## src/design/assert_macros.svh

```systemverilog
// Assertion macros shared by the window mean block.
// No dependencies; included by files that carry concurrent checks.
`ifndef ASSERT_MACROS_SVH
`define ASSERT_MACROS_SVH

// Same-cycle implication, sampled on i_clk, off while i_rst_n is low
`define WMT_ASSERT_NOW(lbl, ante, cons, msg) \
    lbl: assert property (@(posedge i_clk) disable iff (!i_rst_n) (ante) |-> (cons)) \
        else $error(msg);

// Next-cycle implication, sampled on i_clk, off while i_rst_n is low
`define WMT_ASSERT_NEXT(lbl, ante, cons, msg) \
    lbl: assert property (@(posedge i_clk) disable iff (!i_rst_n) (ante) |=> (cons)) \
        else $error(msg);

`endif

```

## src/design/wmt_pkg.sv

```systemverilog
// Shared types and constants for the window mean / trimmed mean block.
// No dependencies; used by wmt_div, wmt_store and the top level.
package wmt_pkg;

    localparam int SAMPLE_W       = 17;
    localparam int SIZE_W         = 7;
    // 127 samples of magnitude 65535 fit in 24 signed bits
    localparam int SUM_W          = 24;
    localparam int DIV_CNT_W      = $clog2(SUM_W + 1);
    localparam int DEF_MAX_WINDOW = 64;
    localparam int TRIM_MIN_SIZE  = 3;

    typedef logic signed [SAMPLE_W-1:0] t_sample;
    typedef logic signed [SUM_W-1:0]    t_sum;
    typedef logic        [SIZE_W-1:0]   t_size;

    localparam t_size   WS_RESET   = 7'd8;
    localparam t_sample SAMPLE_MIN = -17'sd65535;
    localparam logic    KIND_CLEAR = 1'b1;

    // divider request and response
    typedef struct packed {
        logic  start;
        t_sum  dividend;
        t_size divisor;
    } t_div_req;

    typedef struct packed {
        logic    done;
        t_sample quotient;
    } t_div_rsp;

endpackage

```

## src/design/wmt_div.sv

```systemverilog
// Iterative signed-by-unsigned divider, one quotient bit per cycle.
// Depends on wmt_pkg; quotient truncates toward zero.
module wmt_div (
    input  logic              i_clk,
    input  logic              i_rst_n,
    input  wmt_pkg::t_div_req i_req,
    output wmt_pkg::t_div_rsp o_rsp
);

    localparam int SUM_W  = wmt_pkg::SUM_W;
    localparam int SIZE_W = wmt_pkg::SIZE_W;
    localparam int CNT_W  = wmt_pkg::DIV_CNT_W;

    logic                 r_busy;
    logic                 r_done;
    logic [CNT_W-1:0]     r_cnt;
    logic [SUM_W-1:0]     r_quo;
    logic [SIZE_W-1:0]    r_rem;
    logic [SIZE_W-1:0]    r_dsr;
    logic                 r_neg;

    logic [SUM_W-1:0]     dvd_mag;
    logic [SIZE_W:0]      shifted;
    logic                 fits;
    logic [SIZE_W:0]      diff;
    logic [SUM_W-1:0]     quo_signed;

    // magnitude of the dividend
    assign dvd_mag = i_req.dividend[SUM_W-1] ? (~i_req.dividend + 1'b1) : i_req.dividend;

    // one restoring step
    assign shifted = {r_rem, r_quo[SUM_W-1]};
    assign fits    = (shifted >= {1'b0, r_dsr});
    assign diff    = shifted - {1'b0, r_dsr};

    always_ff @(posedge i_clk) begin
        if (!i_rst_n) begin
            r_busy <= 1'b0;
            r_done <= 1'b0;
            r_cnt  <= '0;
        end else begin
            r_done <= 1'b0;
            if (i_req.start) begin
                r_busy <= 1'b1;
                r_cnt  <= CNT_W'(SUM_W);
            end else if (r_busy) begin
                r_cnt <= r_cnt - 1'b1;
                if (r_cnt == CNT_W'(1)) begin
                    r_busy <= 1'b0;
                    r_done <= 1'b1;
                end
            end
        end
    end

    // datapath
    always_ff @(posedge i_clk) begin
        if (i_req.start) begin
            r_quo <= dvd_mag;
            r_rem <= '0;
            r_dsr <= i_req.divisor;
            r_neg <= i_req.dividend[SUM_W-1];
        end else if (r_busy) begin
            r_rem <= fits ? diff[SIZE_W-1:0] : shifted[SIZE_W-1:0];
            r_quo <= {r_quo[SUM_W-2:0], fits};
        end
    end

    assign quo_signed     = r_neg ? (~r_quo + 1'b1) : r_quo;
    assign o_rsp.done     = r_done;
    assign o_rsp.quotient = quo_signed[wmt_pkg::SAMPLE_W-1:0];

endmodule

```

## src/design/wmt_store.sv

```systemverilog
// Sample window store: one write port, one read port with registered data.
// Depends on wmt_pkg for the sample type.
module wmt_store #(
    parameter int DEPTH = wmt_pkg::DEF_MAX_WINDOW,
    parameter int AW    = $clog2(DEPTH)
) (
    input  logic             i_clk,
    input  logic             i_wr_en,
    input  logic [AW-1:0]    i_wr_addr,
    input  wmt_pkg::t_sample i_wr_data,
    input  logic             i_rd_en,
    input  logic [AW-1:0]    i_rd_addr,
    output wmt_pkg::t_sample o_rd_data
);

    wmt_pkg::t_sample mem [DEPTH];
    wmt_pkg::t_sample r_rd_data;

    always_ff @(posedge i_clk) begin
        if (i_wr_en) begin
            mem[i_wr_addr] <= i_wr_data;
        end
    end

    always_ff @(posedge i_clk) begin
        if (i_rd_en) begin
            r_rd_data <= mem[i_rd_addr];
        end
    end

    assign o_rd_data = r_rd_data;

endmodule

```

## src/design/window_mean_trimmed_minmax.sv

```systemverilog
// Moving-window statistics: sample store, sequencer, and output register.
// Depends on wmt_pkg, wmt_store, wmt_div and assert_macros.svh.
//
// Each word either adds a sample to a circular window or clears the window;
// one result word follows each input word with the ready flag, window mean,
// trimmed mean (one minimum and one maximum left out), minimum and maximum.
// An add writes the store on acceptance for an effective window size S, scans
// the S entries through the single store read port, runs the two divisions in
// the shared bit-serial divider and then loads the output register (only one
// division when S is below 3). A clear adds a sweep that zeroes all MAX_WINDOW
// entries of the store through its write port, and the same sweep runs after
// reset, during which no word is accepted. A finished result waits in the
// output register while the next word is taken in.
module window_mean_trimmed_minmax #(
    parameter int MAX_WINDOW = wmt_pkg::DEF_MAX_WINDOW
) (
    input  logic                              i_clk,
    input  logic                              i_rst_n,
    // configuration
    input  logic                              i_cfg_wr_en,
    input  logic [wmt_pkg::SIZE_W-1:0]        i_cfg_wr_data,
    // input channel
    input  logic                              i_valid,
    output logic                              o_stall,
    input  logic                              i_kind,
    input  logic signed [wmt_pkg::SAMPLE_W-1:0] i_sample,
    // output channel
    output logic                              o_valid,
    input  logic                              i_stall,
    output logic                              o_ready_res,
    output logic signed [wmt_pkg::SAMPLE_W-1:0] o_mean,
    output logic signed [wmt_pkg::SAMPLE_W-1:0] o_trimmed_mean,
    output logic signed [wmt_pkg::SAMPLE_W-1:0] o_window_min,
    output logic signed [wmt_pkg::SAMPLE_W-1:0] o_window_max
);

`include "assert_macros.svh"

    localparam int SAMPLE_W = wmt_pkg::SAMPLE_W;
    localparam int SIZE_W   = wmt_pkg::SIZE_W;
    localparam int SUM_W    = wmt_pkg::SUM_W;
    localparam int AW       = $clog2(MAX_WINDOW);
    localparam int CW       = ((AW > SIZE_W) ? AW : SIZE_W) + 1;
    localparam int SIZE_MAX = (1 << SIZE_W) - 1;
    localparam int EFF_CAP  = (MAX_WINDOW < SIZE_MAX) ? MAX_WINDOW : SIZE_MAX;
    localparam logic [AW-1:0]     LAST_ADDR = AW'(MAX_WINDOW - 1);
    localparam wmt_pkg::t_size    CAP_SIZE  = SIZE_W'(EFF_CAP);
    localparam wmt_pkg::t_size    TRIM_MIN  = SIZE_W'(wmt_pkg::TRIM_MIN_SIZE);

    // sequencer states
    localparam logic [2:0] ST_SWEEP    = 3'd0;
    localparam logic [2:0] ST_IDLE     = 3'd1;
    localparam logic [2:0] ST_SCAN     = 3'd2;
    localparam logic [2:0] ST_DIV_MEAN = 3'd3;
    localparam logic [2:0] ST_DIV_TRIM = 3'd4;
    localparam logic [2:0] ST_DONE     = 3'd5;

    logic [2:0]        r_state;
    wmt_pkg::t_size    r_ws;
    wmt_pkg::t_size    r_size;
    wmt_pkg::t_size    r_count;
    logic [AW-1:0]     r_wp;
    logic [AW-1:0]     r_clr_addr;
    logic              r_clr_item;
    logic [CW-1:0]     r_idx;
    logic              r_pend;
    logic              r_first;
    wmt_pkg::t_sum     r_total;
    wmt_pkg::t_sample  r_lo;
    wmt_pkg::t_sample  r_hi;
    wmt_pkg::t_sample  r_mean;
    wmt_pkg::t_sample  r_trim;
    logic              r_out_valid;
    logic              r_out_ready;
    wmt_pkg::t_sample  r_out_mean;
    wmt_pkg::t_sample  r_out_trim;
    wmt_pkg::t_sample  r_out_min;
    wmt_pkg::t_sample  r_out_max;

    wmt_pkg::t_size    eff_size;
    logic              accept;
    logic              is_clear;
    logic [CW-1:0]     eff_ext;
    logic [CW-1:0]     size_ext;
    logic [CW-1:0]     wp0;
    logic [CW-1:0]     wp1;
    logic [AW-1:0]     n_wp;
    wmt_pkg::t_sample  sample_sat;
    logic              wr_en;
    logic [AW-1:0]     wr_addr;
    wmt_pkg::t_sample  wr_data;
    logic              rd_issue;
    wmt_pkg::t_sample  rd_data;
    logic              scan_end;
    logic              out_free;
    wmt_pkg::t_sum     trim_dvd;
    wmt_pkg::t_div_req div_req;
    wmt_pkg::t_div_rsp div_rsp;

    // effective window size from the register
    always_comb begin
        if (r_ws == '0) begin
            eff_size = SIZE_W'(1);
        end else if (r_ws > CAP_SIZE) begin
            eff_size = CAP_SIZE;
        end else begin
            eff_size = r_ws;
        end
    end

    assign accept   = i_valid && !o_stall;
    assign is_clear = (i_kind == wmt_pkg::KIND_CLEAR);
    assign o_stall  = (r_state != ST_IDLE);

    // write position wraps before and after the write
    assign eff_ext  = CW'(eff_size);
    assign size_ext = CW'(r_size);
    assign wp0      = (CW'(r_wp) >= eff_ext) ? '0 : CW'(r_wp);
    assign wp1      = wp0 + 1'b1;
    assign n_wp     = (wp1 >= eff_ext) ? '0 : wp1[AW-1:0];

    // the one pattern below the range saturates
    assign sample_sat = (i_sample < wmt_pkg::SAMPLE_MIN) ? wmt_pkg::SAMPLE_MIN : i_sample;

    // store write port: clearing sweep or sample write
    always_comb begin
        wr_en   = 1'b0;
        wr_addr = r_clr_addr;
        wr_data = '0;
        if (r_state == ST_SWEEP) begin
            wr_en = 1'b1;
        end else if (accept && !is_clear) begin
            wr_en   = 1'b1;
            wr_addr = wp0[AW-1:0];
            wr_data = sample_sat;
        end
    end

    // scan reads entries 0 .. size-1, data arrives on the next cycle
    assign rd_issue = (r_state == ST_SCAN) && (r_idx < size_ext);
    assign scan_end = (r_state == ST_SCAN) && !rd_issue && !r_pend;

    wmt_store #(
        .DEPTH (MAX_WINDOW),
        .AW    (AW)
    ) u_store (
        .i_clk     (i_clk),
        .i_wr_en   (wr_en),
        .i_wr_addr (wr_addr),
        .i_wr_data (wr_data),
        .i_rd_en   (rd_issue),
        .i_rd_addr (r_idx[AW-1:0]),
        .o_rd_data (rd_data)
    );

    // divider requests: mean after the scan, trimmed mean after the mean
    assign trim_dvd = r_total - {{(SUM_W-SAMPLE_W){r_lo[SAMPLE_W-1]}}, r_lo}
                              - {{(SUM_W-SAMPLE_W){r_hi[SAMPLE_W-1]}}, r_hi};

    always_comb begin
        div_req.start    = 1'b0;
        div_req.dividend = r_total;
        div_req.divisor  = r_size;
        if (scan_end) begin
            div_req.start = 1'b1;
        end else if (r_state == ST_DIV_MEAN) begin
            div_req.dividend = trim_dvd;
            div_req.divisor  = r_size - SIZE_W'(2);
            div_req.start    = div_rsp.done && (r_size >= TRIM_MIN);
        end
    end

    wmt_div u_div (
        .i_clk   (i_clk),
        .i_rst_n (i_rst_n),
        .i_req   (div_req),
        .o_rsp   (div_rsp)
    );

    assign out_free = !r_out_valid || !i_stall;

    // sequencer and control registers
    always_ff @(posedge i_clk) begin
        if (!i_rst_n) begin
            r_state     <= ST_SWEEP;
            r_ws        <= wmt_pkg::WS_RESET;
            r_size      <= SIZE_W'(1);
            r_count     <= '0;
            r_wp        <= '0;
            r_clr_addr  <= '0;
            r_clr_item  <= 1'b0;
            r_idx       <= '0;
            r_pend      <= 1'b0;
            r_out_valid <= 1'b0;
        end else begin
            if (i_cfg_wr_en) begin
                r_ws <= i_cfg_wr_data;
            end
            r_pend <= rd_issue;
            // output word: load a finished result or retire a delivered one
            if (r_state == ST_DONE && out_free) begin
                r_out_valid <= 1'b1;
            end else if (r_out_valid && !i_stall) begin
                r_out_valid <= 1'b0;
            end
            unique case (r_state)
                ST_SWEEP: begin
                    if (r_clr_addr == LAST_ADDR) begin
                        r_clr_addr <= '0;
                        r_idx      <= '0;
                        r_state    <= r_clr_item ? ST_SCAN : ST_IDLE;
                    end else begin
                        r_clr_addr <= r_clr_addr + 1'b1;
                    end
                end
                ST_IDLE: begin
                    if (accept) begin
                        r_size <= eff_size;
                        r_idx  <= '0;
                        if (is_clear) begin
                            r_wp       <= '0;
                            r_count    <= '0;
                            r_clr_item <= 1'b1;
                            r_state    <= ST_SWEEP;
                        end else begin
                            r_wp <= n_wp;
                            if (r_count < eff_size) begin
                                r_count <= r_count + 1'b1;
                            end
                            r_state <= ST_SCAN;
                        end
                    end
                end
                ST_SCAN: begin
                    if (rd_issue) begin
                        r_idx <= r_idx + 1'b1;
                    end
                    if (scan_end) begin
                        r_state <= ST_DIV_MEAN;
                    end
                end
                ST_DIV_MEAN: begin
                    if (div_rsp.done) begin
                        r_state <= (r_size >= TRIM_MIN) ? ST_DIV_TRIM : ST_DONE;
                    end
                end
                ST_DIV_TRIM: begin
                    if (div_rsp.done) begin
                        r_state <= ST_DONE;
                    end
                end
                ST_DONE: begin
                    if (out_free) begin
                        r_clr_item  <= 1'b0;
                        r_state     <= ST_IDLE;
                    end
                end
                default: begin
                    r_state <= ST_SWEEP;
                end
            endcase
        end
    end

    // scan accumulation: total, minimum, maximum
    always_ff @(posedge i_clk) begin
        if (r_state == ST_IDLE || r_state == ST_SWEEP) begin
            r_first <= 1'b1;
            r_total <= '0;
        end else if (r_pend) begin
            r_first <= 1'b0;
            r_total <= r_total + {{(SUM_W-SAMPLE_W){rd_data[SAMPLE_W-1]}}, rd_data};
            r_lo    <= (r_first || rd_data < r_lo) ? rd_data : r_lo;
            r_hi    <= (r_first || rd_data > r_hi) ? rd_data : r_hi;
        end
    end

    // quotients and output word
    always_ff @(posedge i_clk) begin
        if (r_state == ST_DIV_MEAN && div_rsp.done) begin
            r_mean <= div_rsp.quotient;
            r_trim <= '0;
        end
        if (r_state == ST_DIV_TRIM && div_rsp.done) begin
            r_trim <= div_rsp.quotient;
        end
        if (r_state == ST_DONE && out_free) begin
            r_out_ready <= (r_count >= r_size);
            r_out_mean  <= r_mean;
            r_out_trim  <= r_trim;
            r_out_min   <= r_lo;
            r_out_max   <= r_hi;
        end
    end

    assign o_valid        = r_out_valid;
    assign o_ready_res    = r_out_ready;
    assign o_mean         = r_out_mean;
    assign o_trimmed_mean = r_out_trim;
    assign o_window_min   = r_out_min;
    assign o_window_max   = r_out_max;

    // checks
    `WMT_ASSERT_NEXT(a_hold_result, (r_state == ST_DONE) && r_out_valid && i_stall, (r_state == ST_DONE), "result loaded over an undelivered word")
    `WMT_ASSERT_NEXT(a_accept_busy, accept, (r_state != ST_IDLE), "accepted word did not start work")
    `WMT_ASSERT_NOW(a_wp_in_window, (r_state == ST_SCAN), (CW'(r_wp) < size_ext), "write position outside the window")
    `WMT_ASSERT_NOW(a_div_done_state, div_rsp.done, (r_state == ST_DIV_MEAN) || (r_state == ST_DIV_TRIM), "divider finished outside a division step")

endmodule

```

## config.mk

```make
export PLATFORM = sky130hd
export DESIGN_NAME = window_mean_trimmed_minmax
export DESIGN_NICKNAME = d
export VERILOG_FILES = /design/src/design/wmt_pkg.sv /design/src/design/wmt_div.sv /design/src/design/wmt_store.sv /design/src/design/window_mean_trimmed_minmax.sv
export VERILOG_INCLUDE_DIRS = /design/src /design/src/design
export SDC_FILE = /design/constraint.sdc
export NUM_CORES = 2
export LEC_CHECK = 0
export BUFFER_PORTS_ARGS = -buffer_cell sky130_fd_sc_hd__buf_2
export CORE_MARGIN = 8
export CORE_UTILIZATION = 55
export CTS_CLUSTER_SIZE = 14
export DETAILED_ROUTE_END_ITERATION = 10
export GPL_TIMING_DRIVEN = 0
export PLACE_DENSITY = 0.74
export SYNTH_ARGS = -nofsm -noshare
export SYNTH_HDL_FRONTEND = slang
export SYNTH_SLANG_ARGS = --single-unit
```

## constraint.sdc

```tcl
create_clock -name i_clk -period 4.35 [get_ports i_clk]
set_input_delay 0.2175 -clock i_clk [delete_from_list [all_inputs] [get_ports i_clk]]
set_output_delay 0.2175 -clock i_clk [all_outputs]
set_load 0.005 [all_outputs]
```

==> results.md <==
* Status: completed
* TritonCTS Buffers at ~140
* Initial Utilization at between 50% and 60%
* Total negative setup slack at 0 ps
* Drt drc at 0
* I/O pins at 101
* TritonCTS clock tree: done
* RSZ-0062 raised after global routing: true
* Syn Std Cell Area at between 50000 and 60000 um^2
* Final WL at approximately 140 mm
* Wire per inst at 28.6 um
* HP Class: input pin to register
* Num rows at 118
* Register area share after synthesis at a little over two thirds
* Synth Net Count at 3349
* GRT Total Usage at around a quarter
* Post-route cell area at roughly 67000 um^2
* Maxcap violations at 0
* Syn Inst Count at 3162
* CP required at 5020 ps
* Vias in the first global route at between 30000 and 40000
* Flops & latches, synth at approximately 1400
* Drt via density at approximately 6.3
* Critical Path Sink Type: register
* DR iter-0 viols at ~3600
* Most frequent cell on the critical path: a21o_1
* Root buf cell: clkbuf_16
* Worst-path fanout max at 6
* Clk_lat worst skew at around 780 ps
* Clock skew at between 50 and 60 ps
* Die height at approximately 340 um
* Placed inst area at about 60000 um^2
* Post-placement setup slack at -708 ps
* Hold Slack at around 52 ps
* Top_reg_cell synth: edfxtp_1
* Worst VDD drop at between 0.3 and 0.4 mV
* First-pass GRT wire length at around 210 mm
* # clock sinks at 1360
* Worst-Margin Slew at around 1300 ps
* Compound-gate portion of the synthesized area at about 4.2%
* Pwr Density at around 470 nW/um^2
* Die Footprint at between 100000 and 150000 um^2
* Asr flop ratio synth at 0%
* PortBufs at between 90 and 100
* Final worst setup slack at ~13 ps
* Buf/Inv on CP at 4
* Largest family of logic cells by synthesized area: multiplexers
* Total iterations of the first detailed-routing run at 5
* Fillers at 6748
* Syn_area_per_cell at approximately 18 um^2
* Critical Path Source Type: register
* Area Overhead vs Synth at 16.0%
* Post-Synth Adder-Cell Area at 3.75%
* Share of layout cells above drive strength 1 at a little over a quarter
* Final nets at approximately 3700
* Clock slew at reported path FFs at around 60 ps
* Slowest cell on crit path: dfxtp_4
* DR vias at 31800
* Die Wd at 339 um
* WP data arrival at roughly 5000 ps
* Slowest stage delay, CP at 360 ps
* Slew Viols, Final at 0
* Post-synthesis mux area share at between 10 and 15%
* Setup CP Type: register to register
* Crit path max-delay family: compound AO/OA/AOI/OAI gates
* Leak at approximately 21 nW
* Gpl congestion at 0.868
* Slew headroom at between 15 and 20%
* Synth cell types at 76
* Simple-gate share of the synthesized area at approximately 4.7%
* Hold Vio Cnt, Final at 0
* Initial antenna violation count at 4
* Largest net degree at the start of global routing at 53
* Htree depth at 4
* Number of synthesized flops with an enable pin at approximately 1300
* Tmin final at roughly 4300 ps
* Final setup viols at 0
* Synth warn at 0
* Final core utilization at around 64%
* Hpwl dp at about 94 mm
* GRT Residual Overflow at 0
* Core ar. at around 100000 um^2
* Routed Antenna Nets at 0
* FMAX at between 0.2 and 0.25 GHz
* Ratio of final minimum period to clock period at approximately 100%
* Synth Area in XOR/XNOR at 1.43%
* Maximum clock path buffer count at 3
-- routing by layer --
layer	vias up	track usage (%)	share of wire (%)	wire, um
li1	13400	-	-	-
met1	16300	31.5	38	54400
met2	1711	40.9	50	71200
met3	307	5.14	8.4	12000
met4	4	10.3	4.1	5810
met5	-	0	0.019	27
-- metrics by stage --
| stage | cells | power (W) |
|---|---|---|
| finish | 5020 | 0.0315 |
| detailed placement | 4717 | 0.0199 |
| CTS | 5004 | 0.0315 |
| global route | 5018 | 0.0324 |
| global placement | 4641 | 0.0196 |
| floorplan | 3162 | 0.0182 |
-- worst register-to-register path, stage by stage (launching register included) --
cell	delay [ps]
dfxtp_4	360
nor3_4	180
a21oi_2	100
nor2_2	120
ha_1	240
nand2b_4	130
a21o_1	180
a21o_1	180
a21o_1	150
a21o_1	190
a21oi_2	190
buf_4	160
nor2_4	50
buf_8	140
nor2_4	130
buf_6	130
ha_4	180
nand2b_4	130
a21o_1	180
a21o_1	150
a21o_1	160
a21oi_2	140
nor2b_1	60
o21ai_1	130
nand2_2	130
buf_4	160
o21ai_2	110
and2_1	130
-- worst paths after layout --
kind              from                end  slack (ps)  depth (start not counted)
max            r_ws[1]            r_wp[1]          10                         27
min            i_valid         r_clr_item          50                          5
max reg2reg    r_ws[1]            r_wp[1]          10                         27
min reg2reg  r_trim[3]  o_trimmed_mean[3]         420                          0
-- Yosys cell counts (6+ instances only) --
cell      count  area (um^2)
o211ai_1      9         67.6
a211o_1       7         61.3
nor2_1      190          713
and2_1       32          200
mux2i_1      36          360
xor2_1       24          210
a31oi_1      15         93.8
mux4_2      357         8040
buf_2         9         45.0
nand3_1      31          155
dfxtp_1      86         1720
o21a_1       18          135
inv_1        96          360
nor2b_1      44          275
o21ai_0      66          330
or3_1         8         50.1
nand3b_1     10         75.1
buf_1        34          128
and3_1       11         68.8
ha_1        132         1650
nor4_1       11         68.8
a21oi_1      82          410
a211oi_1     16          120
o22ai_1       8         50.1
fa_1         25          500
a41oi_1       6         52.6
xnor2_1      70          613
a21o_1       49          368
nor3_1       30          150
nand4_1      16          100
nand2_1     126          473
clkbuf_1     91          342
o31ai_1      16          120
edfxtp_1   1274        38300
nand2b_1     25          156
nor3b_1       7         52.6
a21boi_0      9         67.6
o21ai_1      10         50.1
-- cells in the final DEF, fill, tap and decap left out, types with 28 or more instances in the layout --
cell | synthesis | final
a21o_1 | 49 | 49
xnor2_1 | 70 | 69
clkbuf_16 | 0 | 141
o21ai_0 | 66 | 61
nor3_1 | 30 | 28
nor2_1 | 190 | 117
buf_2 | 9 | 107
edfxtp_1 | 1274 | 1274
nor2_2 | 0 | 41
buf_8 | 0 | 52
mux2i_1 | 36 | 35
inv_1 | 96 | 93
ha_1 | 132 | 128
dfxtp_1 | 86 | 82
clkbuf_1 | 91 | 113
buf_4 | 0 | 30
mux4_2 | 357 | 357
nor2_4 | 0 | 32
nand3_1 | 31 | 31
nand2_1 | 126 | 114
a21oi_1 | 82 | 78
nor2b_1 | 44 | 42
-- flip-flops by register name, summed over array words and instances, names as in the netlist, 8 cells and up --
register           cells
r_hi                  17
r_mean                17
r_trim                17
u_div.r_quo           24
r_lo                  17
r_idx                  8
o_window_max          17
u_store.mem         1088
o_trimmed_mean        17
r_total               24
u_store.o_rd_data     17
o_window_min          17
o_mean                17
-- where the power goes --
group / internal, W / switching [W] / leakage [nW]
logic: 0.00206 / 0.00284 / 7.07
clock network: 0.00658 / 0.00509 / 2.15
registers: 0.0147 / 0.000207 / 11.4
total: 0.0234 / 0.00814 / 20.6
-- kinds of logic after synthesis --
| group | Yosys count |
|---|---|
| compound gates | 361 |
| simple gates | 561 |
| flops | 1360 |
| buf+inv | 233 |
| xor+xnor | 94 |
| fa+ha+maj | 157 |
| mux | 396 |
-- repair_timing --
action | in CTS | in global routing
gates resized for setup | 47 | 82
endpoints found under the hold margin | 36 | 0
hold buffers | 18 | 0
setup buffers | 23 | 15
pin swaps | 23 | 26
setup endpoints to repair | 1093 | 888
-- layout make-up --
type | count | area [um^2] | area share (%)
multi-input combinational | 1569 | 17100 | 25.7
clock buffer | 173 | 3660 | 5.49
tap | 1380 | 1730 | 2.59
antenna | 2 | 5.00 | 0.00751
timing repair buffer | 231 | 2350 | 3.53
clock inverter | 75 | 801 | 1.20
buffer | 133 | 586 | 0.879
sequential | 1360 | 40000 | 60.0
inverter | 97 | 372 | 0.558
(Power assumes the default switching activity.)
